## config.mk

```make
export PLATFORM = sky130hd
export DESIGN_NAME = quote_aware_tokenizer_flat
export DESIGN_NICKNAME = d
export VERILOG_FILES = /design/src/design/qat_pkg.sv /design/src/design/qat_if.sv /design/src/design/qat_front.sv /design/src/design/qat_queue.sv /design/src/design/qat_back.sv /design/src/design/quote_aware_tokenizer.sv /design/src/flat_wrapper.sv
export SDC_FILE = /design/constraint.sdc
export NUM_CORES = 1
export LEC_CHECK = 0
export BUFFER_PORTS_ARGS = -buffer_cell sky130_fd_sc_hd__clkbuf_2
export CORE_MARGIN = 1.5
export CORE_UTILIZATION = 43
export DETAILED_ROUTE_END_ITERATION = 10
export GPL_TIMING_DRIVEN = 1
export SLEW_MARGIN = 10
export SYNTH_ARGS = -nofsm -noshare
export SYNTH_HDL_FRONTEND = slang
export SYNTH_HIERARCHICAL = 1
export SYNTH_SLANG_ARGS = --single-unit
```

## constraint.sdc

```tcl
create_clock -name clk_i -period 4.83 [get_ports clk_i]
set_input_delay 0 -clock clk_i [delete_from_list [all_inputs] [get_ports clk_i]]
set_output_delay 0 -clock clk_i [all_outputs]
set_load 0.05 [all_outputs]
```

## src/design/qat_pkg.sv

```systemverilog
// ----------------------------------------------------------------------------
// qat_pkg
// Shared types and constants of the quote-aware tokenizer.
// ----------------------------------------------------------------------------
`default_nettype none

package qat_pkg;

  localparam int unsigned CfgIdxW = 2;

  localparam logic [CfgIdxW-1:0] CfgDelimiter  = 2'd0;
  localparam logic [CfgIdxW-1:0] CfgKeepQuotes = 2'd1;
  localparam logic [CfgIdxW-1:0] CfgTokenLimit = 2'd2;

  localparam logic [7:0] DelimiterRst  = 8'd32;
  localparam logic       KeepQuotesRst = 1'b0;
  localparam logic [4:0] TokenLimitRst = 5'd16;

  localparam logic [7:0] LineMax   = 8'd255;
  localparam logic [4:0] MaxTokens = 5'd16;

  localparam logic [7:0] SquoteChar = 8'h27;
  localparam logic [7:0] DquoteChar = 8'h22;
  localparam logic [7:0] NulChar    = 8'h00;

  typedef struct packed {
    logic [7:0] char_in;
    logic       end_of_line;
    logic       is_zero;
    logic       is_squote;
    logic       is_dquote;
    logic       is_delim;
  } item_t;

  typedef struct packed {
    logic [7:0] char_out;
    logic [7:0] write_pos;
    logic       token_begins;
    logic       token_recorded;
    logic [3:0] token_number;
    logic [4:0] token_count;
    logic       is_terminator;
  } result_t;

  typedef struct packed {
    logic [7:0] delimiter;
    logic       keep_quotes;
    logic [4:0] token_limit;
  } cfg_t;

endpackage

`default_nettype wire

```

## src/design/qat_if.sv

```systemverilog
// ----------------------------------------------------------------------------
// qat_if
// Handshake channels of the quote-aware tokenizer.
// ----------------------------------------------------------------------------
`default_nettype none

interface qat_in_if;
  logic       valid;
  logic       ready;
  logic [7:0] char_in;
  logic       end_of_line;
  modport source (output valid, output char_in, output end_of_line, input ready);
  modport sink   (input valid, input char_in, input end_of_line, output ready);
endinterface

interface qat_out_if;
  logic       valid;
  logic       ready;
  logic [7:0] char_out;
  logic [7:0] write_pos;
  logic       token_begins;
  logic       token_recorded;
  logic [3:0] token_number;
  logic [4:0] token_count;
  logic       is_terminator;
  modport source (output valid, output char_out, output write_pos, output token_begins,
                  output token_recorded, output token_number, output token_count,
                  output is_terminator, input ready);
  modport sink   (input valid, input char_out, input write_pos, input token_begins,
                  input token_recorded, input token_number, input token_count,
                  input is_terminator, output ready);
endinterface

interface qat_cfg_if;
  logic                       valid;
  logic                       ready;
  logic [qat_pkg::CfgIdxW-1:0] index;
  logic [7:0]                 data;
  modport source (output valid, output index, output data, input ready);
  modport sink   (input valid, input index, input data, output ready);
endinterface

`default_nettype wire

```

## src/design/qat_front.sv

```systemverilog
// ----------------------------------------------------------------------------
// qat_front
// Accepts input characters and classifies them for the back end.
// ----------------------------------------------------------------------------
`default_nettype none

module qat_front (
  qat_in_if.sink          in_i,
  input  wire logic [7:0] delimiter_i,
  output qat_pkg::item_t  item_o,
  output logic            item_valid_o,
  input  wire logic       item_ready_i
);

  assign in_i.ready   = item_ready_i;
  assign item_valid_o = in_i.valid;

  always_comb begin
    item_o.char_in     = in_i.char_in;
    item_o.end_of_line = in_i.end_of_line;
    item_o.is_zero     = (in_i.char_in == qat_pkg::NulChar);
    item_o.is_squote   = (in_i.char_in == qat_pkg::SquoteChar);
    item_o.is_dquote   = (in_i.char_in == qat_pkg::DquoteChar);
    item_o.is_delim    = (in_i.char_in == delimiter_i);
  end

endmodule

`default_nettype wire

```

## src/design/qat_queue.sv

```systemverilog
// ----------------------------------------------------------------------------
// qat_queue
// Two-entry queue that decouples the front end from the back end.
// ----------------------------------------------------------------------------
`default_nettype none

module qat_queue (
  input  wire logic            clk_i,
  input  wire logic            rst_ni,
  input  wire logic            push_valid_i,
  output logic                 push_ready_o,
  input  wire qat_pkg::item_t  push_item_i,
  output logic                 pop_valid_o,
  input  wire logic            pop_ready_i,
  output qat_pkg::item_t       pop_item_o
);

  qat_pkg::item_t entry_q [2];
  logic           wr_ptr_q, wr_ptr_d;
  logic           rd_ptr_q, rd_ptr_d;
  logic [1:0]     count_q, count_d;
  logic           push, pop;

  assign push_ready_o = (count_q != 2'd2);
  assign pop_valid_o  = (count_q != 2'd0);
  assign pop_item_o   = entry_q[rd_ptr_q];
  assign push         = push_valid_i && push_ready_o;
  assign pop          = pop_valid_o && pop_ready_i;

  always_comb begin
    wr_ptr_d = push ? ~wr_ptr_q : wr_ptr_q;
    rd_ptr_d = pop ? ~rd_ptr_q : rd_ptr_q;
    count_d  = count_q;
    if (push && !pop) begin
      count_d = count_q + 2'd1;
    end else if (pop && !push) begin
      count_d = count_q - 2'd1;
    end
  end

  always_ff @(posedge clk_i or negedge rst_ni) begin
    if (!rst_ni) begin
      wr_ptr_q <= 1'b0;
      rd_ptr_q <= 1'b0;
      count_q  <= 2'd0;
    end else begin
      wr_ptr_q <= wr_ptr_d;
      rd_ptr_q <= rd_ptr_d;
      count_q  <= count_d;
    end
  end

  always_ff @(posedge clk_i) begin
    if (push) begin
      entry_q[wr_ptr_q] <= push_item_i;
    end
  end

endmodule

`default_nettype wire

```

## src/design/qat_back.sv

```systemverilog
// ----------------------------------------------------------------------------
// qat_back
// Tracks quote and token state and registers one result per kept character and per line end.
// ----------------------------------------------------------------------------
`default_nettype none

module qat_back (
  input  wire logic            clk_i,
  input  wire logic            rst_ni,
  input  wire qat_pkg::cfg_t   cfg_i,
  input  wire logic            item_valid_i,
  output logic                 item_ready_o,
  input  wire qat_pkg::item_t  item_i,
  output logic                 res_valid_o,
  input  wire logic            res_ready_i,
  output qat_pkg::result_t     res_o
);

  logic             sq_q, sq_d, dq_q, dq_d;
  logic             sqd_q, sqd_d, dqd_q, dqd_d;
  logic             inside_q, inside_d;
  logic [7:0]       last_q, last_d;
  logic [7:0]       pos_q, pos_d;
  logic [4:0]       tokens_q, tokens_d;
  logic [7:0]       chars_q, chars_d;
  logic             res_valid_q, res_valid_d;
  qat_pkg::result_t res_q, res_d;

  logic       pop, iq1, iq2, strip, begins, recorded, ends, inside_mid;
  logic [4:0] limit;

  assign item_ready_o = !res_valid_q || res_ready_i;
  assign pop          = item_valid_i && item_ready_o;
  assign res_valid_o  = res_valid_q;
  assign res_o        = res_q;
  assign limit        = (cfg_i.token_limit > qat_pkg::MaxTokens) ? qat_pkg::MaxTokens
                                                                  : cfg_i.token_limit;

  always_comb begin
    sq_d        = sq_q;
    dq_d        = dq_q;
    sqd_d       = sqd_q;
    dqd_d       = dqd_q;
    inside_d    = inside_q;
    last_d      = last_q;
    pos_d       = pos_q;
    tokens_d    = tokens_q;
    chars_d     = chars_q;
    res_valid_d = res_valid_q && !res_ready_i;
    res_d       = res_q;

    sq_d  = sq_q ^ (item_i.is_squote && !dq_q);
    dq_d  = dq_q ^ (item_i.is_dquote && !sq_d);
    iq1   = sq_d || sqd_q;
    iq2   = dq_d || dqd_q;
    strip = !cfg_i.keep_quotes && ((item_i.is_squote && iq1) || (item_i.is_dquote && iq2));
    begins = !inside_q && !item_i.is_delim &&
             (pos_q == 8'd0 || last_q == cfg_i.delimiter || last_q == qat_pkg::NulChar);
    recorded   = begins && (tokens_q < limit);
    inside_mid = inside_q || begins;
    ends = inside_mid && !iq1 && !iq2 && item_i.is_delim && pos_q != 8'd0 &&
           last_q != cfg_i.delimiter;

    if (!pop) begin
      sq_d = sq_q;
      dq_d = dq_q;
    end else if (item_i.end_of_line) begin
      res_valid_d          = 1'b1;
      res_d.char_out       = qat_pkg::NulChar;
      res_d.write_pos      = pos_q;
      res_d.token_begins   = 1'b0;
      res_d.token_recorded = 1'b0;
      res_d.token_number   = 4'd0;
      res_d.token_count    = tokens_q;
      res_d.is_terminator  = 1'b1;
      sq_d     = 1'b0;
      dq_d     = 1'b0;
      sqd_d    = 1'b0;
      dqd_d    = 1'b0;
      inside_d = 1'b0;
      last_d   = 8'd0;
      pos_d    = 8'd0;
      tokens_d = 5'd0;
      chars_d  = 8'd0;
    end else if (item_i.is_zero || chars_q >= qat_pkg::LineMax) begin
      sq_d = sq_q;
      dq_d = dq_q;
    end else begin
      chars_d = chars_q + 8'd1;
      sqd_d   = sq_d;
      dqd_d   = dq_d;
      if (!strip) begin
        tokens_d = recorded ? tokens_q + 5'd1 : tokens_q;
        inside_d = inside_mid && !ends;
        last_d   = ends ? qat_pkg::NulChar : item_i.char_in;
        pos_d    = pos_q + 8'd1;
        res_valid_d          = 1'b1;
        res_d.char_out       = ends ? qat_pkg::NulChar : item_i.char_in;
        res_d.write_pos      = pos_q;
        res_d.token_begins   = begins;
        res_d.token_recorded = recorded;
        res_d.token_number   = recorded ? tokens_q[3:0] : 4'd0;
        res_d.token_count    = tokens_d;
        res_d.is_terminator  = 1'b0;
      end
    end
  end

  always_ff @(posedge clk_i or negedge rst_ni) begin
    if (!rst_ni) begin
      sq_q        <= 1'b0;
      dq_q        <= 1'b0;
      sqd_q       <= 1'b0;
      dqd_q       <= 1'b0;
      inside_q    <= 1'b0;
      last_q      <= 8'd0;
      pos_q       <= 8'd0;
      tokens_q    <= 5'd0;
      chars_q     <= 8'd0;
      res_valid_q <= 1'b0;
    end else begin
      sq_q        <= sq_d;
      dq_q        <= dq_d;
      sqd_q       <= sqd_d;
      dqd_q       <= dqd_d;
      inside_q    <= inside_d;
      last_q      <= last_d;
      pos_q       <= pos_d;
      tokens_q    <= tokens_d;
      chars_q     <= chars_d;
      res_valid_q <= res_valid_d;
    end
  end

  always_ff @(posedge clk_i) begin
    res_q <= res_d;
  end

endmodule

`default_nettype wire

```

## src/design/quote_aware_tokenizer.sv

```systemverilog
// ----------------------------------------------------------------------------
// quote_aware_tokenizer
// Splits a text line into tokens at a configurable delimiter, honoring quotes.
// ----------------------------------------------------------------------------
// Characters arrive on in_i, one per transaction; a transaction with
// end_of_line set closes the line. Each kept character gives one transaction
// on out_o with the rewritten byte, its buffer position and token marks, and
// the end of a line gives the terminator with the token count. Zero bytes,
// stripped quotes and characters past the line length give no result.
// Registers are written through cfg_i, which is always ready; they may only
// change while the block is idle.
// A result passes first through the two-entry queue behind the front end,
// then through the back end's output register.
// With out_o ready the block takes one character every cycle. When out_o
// stalls, the back end holds its result and the queue fills, after which
// in_i drops ready until the receiver takes the result.
// Reset clears all line state and loads the registers with space as the
// delimiter, quote stripping, and a token limit of sixteen.
// ----------------------------------------------------------------------------
`default_nettype none

module quote_aware_tokenizer (
  input  wire logic  clk_i,
  input  wire logic  rst_ni,
  qat_in_if.sink     in_i,
  qat_out_if.source  out_o,
  qat_cfg_if.sink    cfg_i
);

  qat_pkg::cfg_t    cfg_q, cfg_d;
  qat_pkg::item_t   front_item, back_item;
  qat_pkg::result_t res;
  logic             front_valid, front_ready, back_valid, back_ready;

  assign cfg_i.ready = 1'b1;

  always_comb begin
    cfg_d = cfg_q;
    if (cfg_i.valid) begin
      case (cfg_i.index)
        qat_pkg::CfgDelimiter:  cfg_d.delimiter   = cfg_i.data;
        qat_pkg::CfgKeepQuotes: cfg_d.keep_quotes = cfg_i.data[0];
        qat_pkg::CfgTokenLimit: cfg_d.token_limit = cfg_i.data[4:0];
        default:                cfg_d = cfg_q;
      endcase
    end
  end

  always_ff @(posedge clk_i or negedge rst_ni) begin
    if (!rst_ni) begin
      cfg_q.delimiter   <= qat_pkg::DelimiterRst;
      cfg_q.keep_quotes <= qat_pkg::KeepQuotesRst;
      cfg_q.token_limit <= qat_pkg::TokenLimitRst;
    end else begin
      cfg_q <= cfg_d;
    end
  end

  qat_front u_front (
    .in_i         (in_i),
    .delimiter_i  (cfg_q.delimiter),
    .item_o       (front_item),
    .item_valid_o (front_valid),
    .item_ready_i (front_ready)
  );

  qat_queue u_queue (
    .clk_i        (clk_i),
    .rst_ni       (rst_ni),
    .push_valid_i (front_valid),
    .push_ready_o (front_ready),
    .push_item_i  (front_item),
    .pop_valid_o  (back_valid),
    .pop_ready_i  (back_ready),
    .pop_item_o   (back_item)
  );

  qat_back u_back (
    .clk_i        (clk_i),
    .rst_ni       (rst_ni),
    .cfg_i        (cfg_q),
    .item_valid_i (back_valid),
    .item_ready_o (back_ready),
    .item_i       (back_item),
    .res_valid_o  (out_o.valid),
    .res_ready_i  (out_o.ready),
    .res_o        (res)
  );

  assign out_o.char_out       = res.char_out;
  assign out_o.write_pos      = res.write_pos;
  assign out_o.token_begins   = res.token_begins;
  assign out_o.token_recorded = res.token_recorded;
  assign out_o.token_number   = res.token_number;
  assign out_o.token_count    = res.token_count;
  assign out_o.is_terminator  = res.is_terminator;

endmodule

`default_nettype wire
```

## src/flat_wrapper.sv

```systemverilog
// flat-port wrapper written by rule: the top's interface ports become plain ports
module quote_aware_tokenizer_flat 
  (clk_i, rst_ni, in_i_valid, in_i_char_in, in_i_end_of_line, in_i_ready, out_o_valid, out_o_char_out, out_o_write_pos, out_o_token_begins, out_o_token_recorded, out_o_token_number, out_o_token_count, out_o_is_terminator, out_o_ready, cfg_i_valid, cfg_i_index, cfg_i_data, cfg_i_ready);
  qat_in_if in_i_i ();
  qat_out_if out_o_i ();
  qat_cfg_if cfg_i_i ();
  input  wire logic clk_i;
  input  wire logic rst_ni;
  input wire logic [$bits(in_i_i.valid)-1:0] in_i_valid;
  input wire logic [$bits(in_i_i.char_in)-1:0] in_i_char_in;
  input wire logic [$bits(in_i_i.end_of_line)-1:0] in_i_end_of_line;
  output wire logic [$bits(in_i_i.ready)-1:0] in_i_ready;
  output wire logic [$bits(out_o_i.valid)-1:0] out_o_valid;
  output wire logic [$bits(out_o_i.char_out)-1:0] out_o_char_out;
  output wire logic [$bits(out_o_i.write_pos)-1:0] out_o_write_pos;
  output wire logic [$bits(out_o_i.token_begins)-1:0] out_o_token_begins;
  output wire logic [$bits(out_o_i.token_recorded)-1:0] out_o_token_recorded;
  output wire logic [$bits(out_o_i.token_number)-1:0] out_o_token_number;
  output wire logic [$bits(out_o_i.token_count)-1:0] out_o_token_count;
  output wire logic [$bits(out_o_i.is_terminator)-1:0] out_o_is_terminator;
  input wire logic [$bits(out_o_i.ready)-1:0] out_o_ready;
  input wire logic [$bits(cfg_i_i.valid)-1:0] cfg_i_valid;
  input wire logic [$bits(cfg_i_i.index)-1:0] cfg_i_index;
  input wire logic [$bits(cfg_i_i.data)-1:0] cfg_i_data;
  output wire logic [$bits(cfg_i_i.ready)-1:0] cfg_i_ready;
  assign in_i_i.valid = in_i_valid;
  assign in_i_i.char_in = in_i_char_in;
  assign in_i_i.end_of_line = in_i_end_of_line;
  assign in_i_ready = in_i_i.ready;
  assign out_o_valid = out_o_i.valid;
  assign out_o_char_out = out_o_i.char_out;
  assign out_o_write_pos = out_o_i.write_pos;
  assign out_o_token_begins = out_o_i.token_begins;
  assign out_o_token_recorded = out_o_i.token_recorded;
  assign out_o_token_number = out_o_i.token_number;
  assign out_o_token_count = out_o_i.token_count;
  assign out_o_is_terminator = out_o_i.is_terminator;
  assign out_o_i.ready = out_o_ready;
  assign cfg_i_i.valid = cfg_i_valid;
  assign cfg_i_i.index = cfg_i_index;
  assign cfg_i_i.data = cfg_i_data;
  assign cfg_i_ready = cfg_i_i.ready;
  quote_aware_tokenizer u_core (.clk_i(clk_i), .rst_ni(rst_ni), .in_i(in_i_i), .out_o(out_o_i), .cfg_i(cfg_i_i));
endmodule
```

==> results.py <==
metrics = {
    "setup_path": {
        "cp_max_fo": 25,
        "cpMaxStageDelayCell": "dfrtp_1",
        "path_buf_inv": 2,
        "worstPathCellList": "mux2_2 -> nand2_1 -> ha_1 -> nand2b_1 -> ha_1 -> nand2b_1 -> a211oi_1 -> or3_1 -> inv_1 -> buf_4 -> nand3_1 -> mux2_4 -> o211ai_2",
        "start_kind": "flip-flop",
        "cp.required_ns": 5.10,
        "end_kind": "flip-flop",
        "worstPathArrival_ns": 3.40,
        "cpLargestDelayFamily": "simple AND/OR/NAND/NOR gates",
        "max_stage_delay_ns": 0.39,
        "criticalPathCategory": "flip-flop to flip-flop",
    },
    "final_layout": {
        "diodes": 0,
        "final_net_count": 479,
        "syn_to_final_growth_pct": 17.2,
        "drive_gt1_frac": 0.257,
    },
    "run_status": {
        "outcome": "finished, final reports clean",
    },
    "power_and_ir_drop": {
        "peakVddDrop_mv": 0.360,
        "p_per_area_mw_per_mm2": 669,
        "totalPowerFinal_mw": 3.80,
        "leakagePower_nw": 2.31,
    },
    "synthesis": {
        "synth-seq-cells": 105,
        "yosysTopAreaCell": "edfxtp_1",
        "syn_inst": 375,
        "ys_seq_area_frac": 0.599,
        "avgSynthCellArea_um2": 12.9,
        "ys.flop_type": "edfxtp_1",
        "yosysTopAreaCellShare": 0.335,
        "synth.top_cells.by_count": "edfxtp_1, dfrtp_1, nand2_1",
        "yosysWarnings": 6,
        "synth_nets": 411,
        "synth-edff-count": 54,
        "synthArstFlopShare": 0.486,
        "yosysMostFrequentCell": "edfxtp_1",
        "synth_cell_types": 52,
        "synth_area_mm2": 0.00485,
        "synthTopCellsByArea": "edfxtp_1, dfrtp_1, mux2_2",
    },
    "placed_design": {
        "gp_congestion": 0.851,
        "portBuffers": 53,
        "hpwl_um": 6720,
    },
    "timing": {
        "hold_slack_ns": 0.0490,
        "finalHoldViolations": 0,
        "fmax_mhz": 320,
        "worst_pin_slew_ns": 0.862,
        "min_period_over_period": 0.648,
        "min_period_ns": 3.13,
        "setup_tns_ns": 0,
        "rsz0062_at_grt": "no",
        "finClkSkew_ns": 0.0101,
        "drv_slew": 0,
        "setup_violations": 0,
        "timing.slew.headroom": 0.420,
    },
    "route": {
        "drt_iter0_drc": 139,
        "via_count": 3089,
        "first_pass_iters": 5,
        "drt_drc_violations_left": 0,
        "ant_nets": 0,
        "drt_wl_total_um": 9510,
        "avgRoutedWirePerCell_um": 16.2,
        "vias_per_cell": 5.25,
    },
    "run": {
        "drv_cap": 0,
    },
    "grt": {
        "grt_pass1_wl_um": 15800,
        "grt_antenna_before_repair": 0,
        "grt_pass1_vias": 3087,
        "grt.overflow.total": 0,
        "grt_use_total": 0.177,
        "grt_max_degree": 52,
    },
    "cts": {
        "clock_latency_ns": 0.34,
        "htree_levels": 3,
        "numCtsBuffers": 9,
        "cts_setup_buffers": 0,
        "ctsResizeCount": 0,
        "cts_root_buffer": "clkbuf_16",
        "tritoncts": "yes",
        "clk_pin_slew_ns": 0.07,
        "cts_hold_buf": 19,
        "cts.sinks": 105,
        "clk_path_buf_depth": 2,
    },
    "hold_path": {
        "hold_path.class": "input port to flip-flop",
    },
    "floorplanning": {
        "rows": 38,
        "die_height_um": 109,
        "core_area_mm2": 0.0109,
        "ioPinCount": 55,
        "die_w_um": 109,
        "start_util": 0.443,
        "die-area_mm2": 0.0119,
    },
}
layout by cell type (no fill, tap or decap), types with 2 or more instances in the layout:
master	Yosys	layout
edfxtp_1	54	54
clkbuf_2	0	53
dfrtp_1	49	49
nand2_1	30	30
mux2_2	27	27
nor2_1	22	22
dlygate4sd3_1	0	19
xnor2_1	18	18
xor2_1	17	17
ha_1	12	12
nand3_1	11	11
and2_1	11	11
inv_1	10	10
clkbuf_16	0	9
nor4_1	9	9
nand4_1	9	9
nand2b_1	8	8
o21ai_0	7	7
a32o_1	7	7
a21oi_1	6	6
buf_4	12	5
and3_1	5	5
nor3_1	5	5
or3_1	3	3
clkbuf_1	3	2
nand3b_1	2	2
dfstp_2	2	2
a211oi_4	2	2
or2_2	2	2
a211oi_1	2	2
nor2b_1	2	2
nand4b_1	2	2
mux2i_1	2	2
power by group:
group | switching [mW] | internal (mW)
registers | 0.174 | 1.30
clock network | 0.312 | 0.417
logic | 1.10 | 0.493
total | 1.59 | 2.21
layer usage:
layer / vias to the layer above / wire (um) / track usage
li1: 1479 / - / -
met1: 1517 / 4190 / 0.227
met2: 76 / 4740 / 0.292
met3: 17 / 373 / 0.0335
met4: 0 / 214 / 0.0808
met5: - / 0 / 0
worst register-to-register path, stage by stage, from the launching register on:
cell      delay [ns]
dfrtp_1         0.39
mux2_2          0.24
nand2_1         0.06
ha_1            0.28
nand2b_1        0.10
ha_1            0.15
nand2b_1        0.11
a211oi_1        0.10
or3_1           0.38
inv_1           0.38
buf_4           0.40
nand3_1         0.13
mux2_4          0.27
o211ai_2        0.06
final timing paths:
kind                                         start                        end  cells past startpoint  slack [ns]
min in group asynchronous                   rst_ni            u_core/cfg_q[3]                      3        0.30
hold / removal                         cfg_i_valid            u_core/cfg_q[5]                      3        0.05
max in group asynchronous                   rst_ni  u_core/u_back/tokens_q[1]                      3        4.05
hold reg to reg            u_core/u_queue/wr_ptr_q    u_core/u_queue/wr_ptr_q                      1        0.51
setup reg to reg           u_core/u_queue/rd_ptr_q  u_core/u_back/tokens_q[2]                     13        1.70
setup / recovery           u_core/u_queue/rd_ptr_q  u_core/u_back/tokens_q[2]                     13        1.70
cell families (layout without fill, tap and decap cells):
logic type / Yosys count / after routing / synth area share
other: 1 / 1 / 0.000774
xor gates and xnor gates: 35 / 35 / 0.0633
and+or+nand+nor: 129 / 129 / 0.146
muxes: 30 / 30 / 0.0700
DFF: 105 / 105 / 0.599
adders and majority gates: 12 / 12 / 0.0310
buffers and inverters: 30 / 103 / 0.0349
AOI/OAI and AO/OA: 33 / 33 / 0.0553
through the flow:
step	cells	setup WS [ns]	util	cell area (um^2)
floorplan	375	1.72	-	4850
global placement	552	1.76	0.474	5180
detailed placement	552	1.68	0.474	5180
CTS	587	1.67	0.519	5670
global route	588	1.37	0.519	5680
finish	588	1.70	0.519	5680
state kept, by name, summed over array words and instances, names as in the netlist:
signal and count:
u_core/u_back/res_o 28, u_core/u_back/sqd_q 1, u_core/cfg_q 14, u_core/u_queue/count_q 2, u_core/u_back/last_q 8, u_core/u_queue/rd_ptr_q 1, u_core/u_back/pos_q 8, u_core/u_queue/entry_q 26
u_core/u_back/dqd_q 1, u_core/u_back/chars_q 8, u_core/u_back/res_valid_o 1, u_core/u_back/inside_q 1, u_core/u_queue/wr_ptr_q 1, u_core/u_back/tokens_q 5
cell type report:
type / instances / area [um^2]
tap: 140 / 175
sequential: 105 / 2900
fill: 975 / 5260
inverter: 10 / 37.5
clock inverter: 4 / 51.3
multi-input combinational: 240 / 1780
timing repair buffer: 77 / 493
clock buffer: 12 / 246
Note: power is estimated with default switching activity, not from simulation.
